`config.mk`:
```
export PLATFORM = sky130hd
export DESIGN_NAME = point_covariance_accumulator
export DESIGN_NICKNAME = d
export VERILOG_FILES = /design/src/rtl/pcov_pkg.sv /design/src/rtl/point_covariance_accumulator.sv
export SDC_FILE = /design/constraint.sdc
export NUM_CORES = 2
export LEC_CHECK = 0
export ABC_AREA = 0
export BUFFER_PORTS_ARGS = -buffer_cell sky130_fd_sc_hd__clkbuf_2
export CORE_MARGIN = 2
export CORE_UTILIZATION = 44
export CTS_BUF_LIST = sky130_fd_sc_hd__clkbuf_8
export DETAILED_ROUTE_END_ITERATION = 8
export PLACE_DENSITY = 0.59
export SLEW_MARGIN = 10
export SYNTH_ARGS = -nofsm -noshare
export SYNTH_HDL_FRONTEND = slang
export SYNTH_SLANG_ARGS = --single-unit
```
`constraint.sdc`:
```
create_clock -name clk -period 10.2 [get_ports clk]
set_input_delay 1.02 -clock clk [delete_from_list [all_inputs] [get_ports clk]]
set_output_delay 1.02 -clock clk [all_outputs]
set_load 0.01 [all_outputs]
```
`src/rtl/pcov_pkg.sv`:
```
// Package for the point covariance accumulator.
// Holds field widths, the point limit and the product operand tables.
// No dependencies.
package pcov_pkg;

	localparam int COORD_W = 20;
	localparam int SUM1_W = 32;
	localparam int SUM2_W = 52;
	localparam int PROD_W = 2 * COORD_W;
	localparam int COV_W = 41;
	localparam int CNT_W = 13;
	localparam int REM_W = CNT_W + 1;
	localparam int ITER_W = $clog2(SUM2_W);
	localparam int N_PROD = 6;
	localparam int N_DIV = 3 + N_PROD;

	localparam logic [CNT_W-1:0] MAX_POINTS = CNT_W'(4096);
	localparam logic [ITER_W-1:0] LAST_ITER = ITER_W'(SUM2_W - 1);

	// Operand pairs of the six second-order products: xx, xy, xz, yy, yz, zz.
	function automatic logic [1:0] op_a(input logic [2:0] idx);
		logic [1:0] r;
		case (idx)
			3'd0, 3'd1, 3'd2: r = 2'd0;
			3'd3, 3'd4: r = 2'd1;
			3'd5: r = 2'd2;
			default: r = 2'd0;
		endcase
		return r;
	endfunction

	function automatic logic [1:0] op_b(input logic [2:0] idx);
		logic [1:0] r;
		case (idx)
			3'd0: r = 2'd0;
			3'd1, 3'd3: r = 2'd1;
			3'd2, 3'd4, 3'd5: r = 2'd2;
			default: r = 2'd0;
		endcase
		return r;
	endfunction

endpackage

```
`src/rtl/point_covariance_accumulator.sv`:
```
// Centroid and 3x3 covariance of a point set, built around one shared
// multiplier and one bit-serial restoring divider under a small sequencer.
// Depends on pcov_pkg.
//
//   channel | direction | handshake           | payload
//   input   | in        | in_valid, in_stall   | x_coord, y_coord, z_coord, last_point
//   output  | out       | out_valid, out_stall | centroid_x/y/z, cov_xx..cov_zz,
//           |           |                      | num_points, overflow
//
// A point that is not the last is accepted and then runs the six products, which share
// a single 20 by 20 multiplier.
// A point that arrives with the set full is dropped in its accept cycle.
// The last point adds 9 divisions (the divider retires one quotient bit per cycle
// over 52 bits) and the six centroid products.
// The result is held in its registers until it is taken; no point is accepted
// meanwhile. Reset clears all sums, the point count and the overflow flag.
module point_covariance_accumulator (
	input  logic clk,
	input  logic arst_n,
	input  logic in_valid,
	output logic in_stall,
	input  logic signed [pcov_pkg::COORD_W-1:0] x_coord,
	input  logic signed [pcov_pkg::COORD_W-1:0] y_coord,
	input  logic signed [pcov_pkg::COORD_W-1:0] z_coord,
	input  logic last_point,
	output logic out_valid,
	input  logic out_stall,
	output logic signed [pcov_pkg::COORD_W-1:0] centroid_x,
	output logic signed [pcov_pkg::COORD_W-1:0] centroid_y,
	output logic signed [pcov_pkg::COORD_W-1:0] centroid_z,
	output logic signed [pcov_pkg::COV_W-1:0] cov_xx,
	output logic signed [pcov_pkg::COV_W-1:0] cov_xy,
	output logic signed [pcov_pkg::COV_W-1:0] cov_xz,
	output logic signed [pcov_pkg::COV_W-1:0] cov_yy,
	output logic signed [pcov_pkg::COV_W-1:0] cov_yz,
	output logic signed [pcov_pkg::COV_W-1:0] cov_zz,
	output logic [pcov_pkg::CNT_W-1:0] num_points,
	output logic overflow
);

	typedef enum logic [2:0] {
		ST_IDLE,
		ST_MUL,
		ST_DLOAD,
		ST_DRUN,
		ST_DSTORE,
		ST_COV,
		ST_OUT
	} state_t;

	state_t state_q;
	logic [2:0] step_q;
	logic last_q;
	logic signed [pcov_pkg::COORD_W-1:0] pt_q [3];
	logic signed [pcov_pkg::SUM1_W-1:0] sum1_q [3];
	logic signed [pcov_pkg::SUM2_W-1:0] sum2_q [pcov_pkg::N_PROD];
	logic [pcov_pkg::CNT_W-1:0] cnt_q;
	logic drop_q;
	logic signed [pcov_pkg::PROD_W-1:0] prod_q;
	logic [pcov_pkg::SUM2_W-1:0] dvd_q;
	logic [pcov_pkg::REM_W-1:0] rem_q;
	logic neg_q;
	logic [pcov_pkg::ITER_W-1:0] iter_q;
	logic [3:0] sel_q;
	logic signed [pcov_pkg::COORD_W-1:0] mean_q [3];
	logic signed [pcov_pkg::COV_W-1:0] cov_q [pcov_pkg::N_PROD];

	logic [1:0] idx_a;
	logic [1:0] idx_b;
	logic signed [pcov_pkg::COORD_W-1:0] mul_a;
	logic signed [pcov_pkg::COORD_W-1:0] mul_b;
	logic signed [pcov_pkg::PROD_W-1:0] prod_d;
	logic [2:0] step_prev;
	logic [2:0] sel2;
	logic signed [pcov_pkg::SUM2_W-1:0] dsrc;
	logic [pcov_pkg::SUM2_W-1:0] dabs;
	logic [pcov_pkg::REM_W-1:0] rem_sh;
	logic rem_ge;
	logic [pcov_pkg::SUM2_W-1:0] quot;
	logic in_acc;
	logic out_acc;

	assign in_stall = (state_q != ST_IDLE);
	assign out_valid = (state_q == ST_OUT);
	assign in_acc = in_valid && !in_stall;
	assign out_acc = out_valid && !out_stall;

	assign idx_a = pcov_pkg::op_a(step_q);
	assign idx_b = pcov_pkg::op_b(step_q);
	assign mul_a = (state_q == ST_COV) ? mean_q[idx_a] : pt_q[idx_a];
	assign mul_b = (state_q == ST_COV) ? mean_q[idx_b] : pt_q[idx_b];
	assign prod_d = mul_a * mul_b;
	assign step_prev = 3'(step_q - 3'd1);

	assign sel2 = 3'(sel_q - 4'd3);
	assign dsrc = (sel_q < 4'd3) ? pcov_pkg::SUM2_W'(sum1_q[sel_q[1:0]]) : sum2_q[sel2];
	assign dabs = dsrc[pcov_pkg::SUM2_W-1] ? pcov_pkg::SUM2_W'(-dsrc) : pcov_pkg::SUM2_W'(dsrc);
	assign rem_sh = {rem_q[pcov_pkg::REM_W-2:0], dvd_q[pcov_pkg::SUM2_W-1]};
	assign rem_ge = (rem_sh >= {1'b0, cnt_q});
	assign quot = neg_q ? pcov_pkg::SUM2_W'(-dvd_q) : dvd_q;

	always_ff @(posedge clk or negedge arst_n) begin
		if (!arst_n) begin
			state_q <= ST_IDLE;
			step_q <= '0;
			last_q <= 1'b0;
			cnt_q <= '0;
			drop_q <= 1'b0;
			iter_q <= '0;
			sel_q <= '0;
			prod_q <= '0;
			dvd_q <= '0;
			rem_q <= '0;
			neg_q <= 1'b0;
			for (int i = 0; i < 3; i++) begin
				pt_q[i] <= '0;
				mean_q[i] <= '0;
				sum1_q[i] <= '0;
			end
			for (int i = 0; i < pcov_pkg::N_PROD; i++) begin
				sum2_q[i] <= '0;
				cov_q[i] <= '0;
			end
		end else begin
			case (state_q)
				ST_IDLE: begin
					if (in_acc) begin
						last_q <= last_point;
						sel_q <= '0;
						if (cnt_q == pcov_pkg::MAX_POINTS) begin
							drop_q <= 1'b1;
							state_q <= last_point ? ST_DLOAD : ST_IDLE;
						end else begin
							pt_q[0] <= x_coord;
							pt_q[1] <= y_coord;
							pt_q[2] <= z_coord;
							sum1_q[0] <= sum1_q[0] + pcov_pkg::SUM1_W'(x_coord);
							sum1_q[1] <= sum1_q[1] + pcov_pkg::SUM1_W'(y_coord);
							sum1_q[2] <= sum1_q[2] + pcov_pkg::SUM1_W'(z_coord);
							cnt_q <= cnt_q + 1'b1;
							step_q <= '0;
							state_q <= ST_MUL;
						end
					end
				end
				ST_MUL: begin
					prod_q <= prod_d;
					if (step_q != 3'd0) begin
						sum2_q[step_prev] <= sum2_q[step_prev] + pcov_pkg::SUM2_W'(prod_q);
					end
					if (step_q == 3'(pcov_pkg::N_PROD)) begin
						state_q <= last_q ? ST_DLOAD : ST_IDLE;
					end else begin
						step_q <= step_q + 3'd1;
					end
				end
				ST_DLOAD: begin
					dvd_q <= dabs;
					neg_q <= dsrc[pcov_pkg::SUM2_W-1];
					rem_q <= '0;
					iter_q <= '0;
					state_q <= ST_DRUN;
				end
				ST_DRUN: begin
					rem_q <= rem_ge ? pcov_pkg::REM_W'(rem_sh - {1'b0, cnt_q}) : rem_sh;
					dvd_q <= {dvd_q[pcov_pkg::SUM2_W-2:0], rem_ge};
					iter_q <= iter_q + 1'b1;
					if (iter_q == pcov_pkg::LAST_ITER) begin
						state_q <= ST_DSTORE;
					end
				end
				ST_DSTORE: begin
					if (sel_q < 4'd3) begin
						mean_q[sel_q[1:0]] <= quot[pcov_pkg::COORD_W-1:0];
					end else begin
						cov_q[sel2] <= quot[pcov_pkg::COV_W-1:0];
					end
					if (sel_q == 4'(pcov_pkg::N_DIV - 1)) begin
						step_q <= '0;
						state_q <= ST_COV;
					end else begin
						sel_q <= sel_q + 4'd1;
						state_q <= ST_DLOAD;
					end
				end
				ST_COV: begin
					prod_q <= prod_d;
					if (step_q != 3'd0) begin
						cov_q[step_prev] <= cov_q[step_prev] - pcov_pkg::COV_W'(prod_q);
					end
					if (step_q == 3'(pcov_pkg::N_PROD)) begin
						state_q <= ST_OUT;
					end else begin
						step_q <= step_q + 3'd1;
					end
				end
				ST_OUT: begin
					if (out_acc) begin
						cnt_q <= '0;
						drop_q <= 1'b0;
						for (int i = 0; i < 3; i++) begin
							sum1_q[i] <= '0;
						end
						for (int i = 0; i < pcov_pkg::N_PROD; i++) begin
							sum2_q[i] <= '0;
						end
						state_q <= ST_IDLE;
					end
				end
				default: begin
					state_q <= ST_IDLE;
				end
			endcase
		end
	end

	assign centroid_x = mean_q[0];
	assign centroid_y = mean_q[1];
	assign centroid_z = mean_q[2];
	assign cov_xx = cov_q[0];
	assign cov_xy = cov_q[1];
	assign cov_xz = cov_q[2];
	assign cov_yy = cov_q[3];
	assign cov_yz = cov_q[4];
	assign cov_zz = cov_q[5];
	assign num_points = cnt_q;
	assign overflow = drop_q;

	// A result always carries at least one point.
	a_count_nonzero: assert property (@(posedge clk) disable iff (!arst_n)
		out_valid |-> (num_points != '0))
		else $error("result with empty point set");

	// Points are only dropped once the set is full.
	a_drop_full: assert property (@(posedge clk) disable iff (!arst_n)
		drop_q |-> (cnt_q == pcov_pkg::MAX_POINTS))
		else $error("overflow flagged before the set was full");

	// The point count never passes the limit.
	a_count_limit: assert property (@(posedge clk) disable iff (!arst_n)
		cnt_q <= pcov_pkg::MAX_POINTS)
		else $error("point count beyond limit");

	// Taking a result clears the set.
	a_clear: assert property (@(posedge clk) disable iff (!arst_n)
		out_acc |=> (cnt_q == '0) && !drop_q && !out_valid)
		else $error("set not cleared after result");

endmodule
```
* Word level (Yosys, flattened, before mapping)
Index checks and enable logic that the tools add are counted.
Widths: inputs -> output; s select.
** Cells by class
- $add $sub $neg :: 14
- Multiply operators :: 1
- Magnitude comparators :: 10
- Eq/ne operators :: 28
- Mux-type cells :: 83
- Bitwise operators :: 6
- Reduce and logical (&&, ||, !) cells :: 30
** Operators by type and width (count)
- $mux 312 :: 2
- $pmux 312 s2 :: 1
- $bwmux 246 :: 2
- $mux 246 :: 2
- $pmux 246 s2 :: 1
- $mux 52 :: 7
- $bmux 52 s3 :: 2
- $bwmux 312 :: 1
- $mux 96 :: 3
- $demux 41 s3 :: 2
- $mux 20 :: 11
- $mux 41 :: 5
- $pmux 96 s2 :: 1
- $bmux 20 s2 :: 4
- $demux 52 s3 :: 1
- $bmux 41 s3 :: 1
- $pmux 52 s2 :: 1
- $add 32x20->32 :: 3
- $bmux 32 s2 :: 1
- $mux 32 :: 2
- $bwmux 60 :: 1
- $add 52x40->52 :: 1
- $mux 13 :: 4
- $neg 52->52 :: 1
- other kinds (50) :: 112
** Storage, ports and cells
- Register bits :: 911
- Input port bits :: 65
- Output and inout port bits :: 322
- Logic and storage cells :: 204

* Longest topological paths before layout
- Depth in word-level cells :: 9
- Gate-level depth with buffers :: 39
- Depth with buffers taken out :: 34

* Worst setup path after synthesis
No wires, ideal clock.
- Path type :: register to register
- Start point :: register state_q[0]
- End point :: register prod_q[37] (netlist bit)
- Library setup time :: 0.120 ns
- Arrival :: 8.972 ns
- Required time :: 10.080 ns
- Path slack :: 1.108 ns
- Stages on the path, launching flop included :: 38
- Path buffers :: 5
- Period minus slack after synthesis :: 9.092 ns
- Cells stage by stage :: dfrtp_1 clkbuf_1 inv_2 nor2_1 and2_1 clkbuf_1 buf_2 buf_2 buf_2 mux2i_1 nor2_1 nor3_1 nor2_1 fa_1 fa_1 inv_1 fa_1 inv_1 [2 not listed] fa_1 inv_1 fa_1 inv_1 fa_1 inv_1 ha_1 and3_1 nand4_1 nand2_1 a41oi_1 a211o_1 o211ai_1 a41o_1 a41o_1 o21ai_0 nand3_1 a31o_2
** Between the ends
- Word-level cells in the longest chain between the ends :: 3
- Elaborated cells on any way between the ends :: 6
- Those cells by class :: mul: 1; eq/ne: 2; mux: 2; reduce/logical: 1
** RTL lines
- start, declared :: RTL line point_covariance_accumulator.sv:51 : state_t state_q;
- start signal, assigned :: RTL line point_covariance_accumulator.sv:132 : state_q <= last_point ? ST_DLOAD : ST_IDLE;
- start signal, assigned :: RTL line point_covariance_accumulator.sv:152 : state_q <= last_q ? ST_DLOAD : ST_IDLE;
- $eq 3x3->1 :: RTL line point_covariance_accumulator.sv:90, point_covariance_accumulator.sv:91, point_covariance_accumulator.sv:125
- $mux 20, on equally long branches :: RTL line point_covariance_accumulator.sv:90, point_covariance_accumulator.sv:91
- $mul 20x20->40 :: RTL line point_covariance_accumulator.sv:92 : assign prod_d = mul_a * mul_b;
- end signal, assigned :: RTL line point_covariance_accumulator.sv:147 : prod_q <= prod_d;
- end signal, assigned :: RTL line point_covariance_accumulator.sv:187 : prod_q <= prod_d;
- end, declared :: RTL line point_covariance_accumulator.sv:59 : logic signed [pcov_pkg::PROD_W-1:0] prod_q;
Several ways; a longest one is shown, not always the timed one.
A chain may end at the register's enable or synchronous reset.

* Final worst setup path
- Start point :: register step_q[2]
- End point :: register prod_q[37] (netlist bit)
** Between the ends
- Word-level cells in the longest chain between the ends :: 9
- Elaborated cells on any way between the ends :: 27
- Those cells by class :: mul: 1; eq/ne: 5; mux: 16; bitwise: 2; reduce/logical: 3
** RTL lines
- start, declared :: RTL line point_covariance_accumulator.sv:52 : logic [2:0] step_q;
- start signal, assigned :: RTL line point_covariance_accumulator.sv:154 : step_q <= step_q + 3'd1;
- start signal, assigned :: RTL line point_covariance_accumulator.sv:194 : step_q <= step_q + 3'd1;
- $eq 3x2->1 (tied with other cells) :: RTL line pcov_pkg.sv:34 : case (idx)
- $reduce_or 3->1 (tied with other cells) :: RTL line pcov_pkg.sv:34
- $pmux 2 s2, on equally long branches :: RTL line pcov_pkg.sv:34, pcov_pkg.sv:23
- $not 2->3, on equally long branches :: RTL line point_covariance_accumulator.sv:91, point_covariance_accumulator.sv:90
- $bmux 20 s2, on equally long branches :: RTL line point_covariance_accumulator.sv:91, point_covariance_accumulator.sv:90
- $mux 20, on equally long branches (3 in series) :: RTL line point_covariance_accumulator.sv:91, point_covariance_accumulator.sv:90
- $mul 20x20->40 (*) :: RTL line point_covariance_accumulator.sv:92
Mark *: on every way between the ends. The rest lies on a longest branch, timed or not. The select of a mux whose other input is x is not followed.

==> flow_metrics.env <==
export IMPL_grt_pass1_wl_um=417000
export IMPL_grt_start_max_net_pins=182
export IMPL_die_width_um=404
export IMPL_row_count=146
export IMPL_clock_skew_ns=0.100
export IMPL_first_pass_iters=9
export IMPL_timing_fmax_ghz=0.105
export IMPL_syn_area_mm2=0.0703
export IMPL_arrival_ns=10.37
export IMPL_netlist_top_cells_area="dfrtp_1, fa_1, ha_1"
export IMPL_min_path_type="in -> async"
export IMPL_die_area_mm2=0.163
export IMPL_ys_flop_type="dfrtp_1"
export IMPL_crit_buf_inv=7
export IMPL_fp_coreArea_mm2=0.159
export IMPL_area_growth_pct=11.2
export IMPL_detailed_place_hpwl_um=199000
export IMPL_portBuffers=386
export IMPL_synth_top_area_share_pct=32.4
export IMPL_grt_pass1_vias=63200
export IMPL_mostFrequentLayoutCells="nand2_1, dfrtp_1, inv_1"
export IMPL_cp_top_family="adder cells"
export IMPL_finalNetCount=8761
export IMPL_cts_buffers=167
export IMPL_cts_repair_resized=0
export IMPL_fill_cells=15100
export IMPL_drcViolationCount=0
export IMPL_post_cts_setup_buffers=0
export IMPL_cp_end_kind="register"
export IMPL_drt_iter0_drc=7323
export IMPL_yosys_warnings=0
export IMPL_max_stage_delay_ns=1.05
export IMPL_num_vias=64000
export IMPL_drive_gt1_share_pct=13.1
export IMPL_period_minus_slack_ns=9.56
export IMPL_syn_instance_count=7725
export IMPL_cp_required_ns=11.01
export IMPL_start_util_pct=44.3
export IMPL_critPathMaxFanout=16
export IMPL_finalHoldViolCount=0
export IMPL_slew_violations=0
export IMPL_slew_headroom_pct=9.78
export IMPL_grt_usage_pct=34.2
export IMPL_clock_sinks=911
export IMPL_synth_edff_count=0
export IMPL_grt_overflow=0
export IMPL_clkTransAtPathRegs_ns=0.06
export IMPL_drt_wirelength_per_cell_um=27.8
export IMPL_cts_root_buffer="clkbuf_8"
export IMPL_grt_antenna_before_repair=13
export IMPL_synth_area_leader_cell="dfrtp_1"
export IMPL_synth_seq_area_share_pct=32.4
export IMPL_post_route_period_util_pct=93.7
export IMPL_async_reset_ff_share_pct=100
export IMPL_syn_area_per_cell_um2=9.10
export IMPL_place_congestion=0.991
export IMPL_syn_nets=8535
export IMPL_worstSetupStartpointType="register"
export IMPL_tns_ns=0
export IMPL_vias_per_cell=6.31
export IMPL_wl_um=282000
export IMPL_htree_num_levels=4
export IMPL_setup_viol=0
export IMPL_clk_path_buf_depth=3
export IMPL_final_common_cell="nand2_1"
export IMPL_fp_dieH_um=404
export IMPL_clock_latency_ns=0.99
export IMPL_ios=387
export IMPL_cp_common_cell="fa_1"
export IMPL_synth_cell_types=94
export IMPL_cts_tree="yes"
export IMPL_cts_hold_buf=0
export IMPL_drv_cap=0
export IMPL_antenna_left=0
export IMPL_worstMarginPinSlew_ns=1.34
export IMPL_worstSetupPathType="reg -> reg"
export IMPL_slowest_stage="o21ai_1"
export IMPL_ys_ff_latch=911
export IMPL_rsz0062_at_grt="no"
export IMPL_status="finished, final reports clean"
-- registers in the layout, indices dropped and copies added (netlist names), 41 cells and up --
register  count
cov_xy       41
sum1_q       96
cov_xx       41
cov_yz       41
cov_zz       41
sum2_q      312
pt_q         60
cov_xz       41
dvd_q        52
cov_yy       41
-- synth_stat cells (26+ instances only) --
cell	n
a31oi_1	49
o31ai_1	45
o221ai_1	71
fa_1	426
a211oi_1	34
a21o_1	117
buf_2	37
xnor2_1	187
nand2_1	1028
o21ai_0	517
o22ai_1	59
ha_1	319
mux4_2	45
a21oi_1	269
o211ai_1	34
o21a_1	35
nor2b_1	37
inv_1	572
o21bai_1	39
nand2b_1	67
nor3_1	77
xor2_1	116
a22oi_1	385
o21ai_1	28
a221oi_1	36
nand3_1	347
mux2_2	76
buf_1	29
clkbuf_1	406
mux2i_1	149
or3_1	46
and3_1	46
nor2_1	498
a22o_1	274
dfrtp_1	911
nand4_1	26
-- final timing paths --
check                       startpoint           to  slack (ns)  cells after the start
max                          step_q[2]   prod_q[37]        0.64                     29
min                             arst_n  sum2_q[309]        0.03                      1
max reg2reg                  step_q[2]   prod_q[37]        0.64                     29
min reg2reg                    pt_q[5]      pt_q[5]        0.48                      2
max in group asynchronous       arst_n   prod_q[27]        7.81                      3
min in group clk           x_coord[12]     pt_q[52]        0.30                      3
-- cells by family after synthesis --
group / Yosys count / synth area share (%)
and+or+nand+nor: 2283 / 14.3
AOI/OAI and AO/OA: 2141 / 20.8
buffers and inverters: 1069 / 5.98
DFF: 911 / 32.4
adders and majority gates: 745 / 17.8
xor gates and xnor gates: 304 / 3.80
muxes: 272 / 4.81
-- stage by stage --
step                      std cells  hold slack, ns  instance area, µm²  setup slack, ns  util (%)
after detailed placement       9854           0.466               74600            0.808      47.0
after global placement         9854           0.461               74600            0.884      47.0
after CTS                     10100          0.0335               78100            0.825      49.3
after floorplan                7725           0.445               70300             1.11         -
final                         10200          0.0292               78100            0.640      49.3
after global routing          10200          0.0665               78100            0.183      49.3
-- area by class of cell --
| cell class | count | area (µm²) | area share, % |
|---|---|---|---|
| clock inverter | 85 | 662 | 0.847 |
| antenna | 6 | 15.0 | 0.0192 |
| timing repair buffer | 553 | 3310 | 4.23 |
| tap | 2072 | 2590 | 3.32 |
| multi-input combinational | 5745 | 43700 | 56.0 |
| clock buffer | 209 | 2880 | 3.68 |
| sequential | 911 | 22800 | 29.2 |
| inverter | 573 | 2150 | 2.75 |
-- layer usage --
layer,track usage [%],vias up,part of all wire (%)
met5,0,-,0.030
met4,20.8,14,7.0
met3,8.10,883,10
met2,51.6,3534,44
met1,44.5,31900,39
li1,-,27700,-
Power is left out: the tool's default activity adds up to more than one toggle a clock period on the data nets, which glitch-free logic cannot reach.
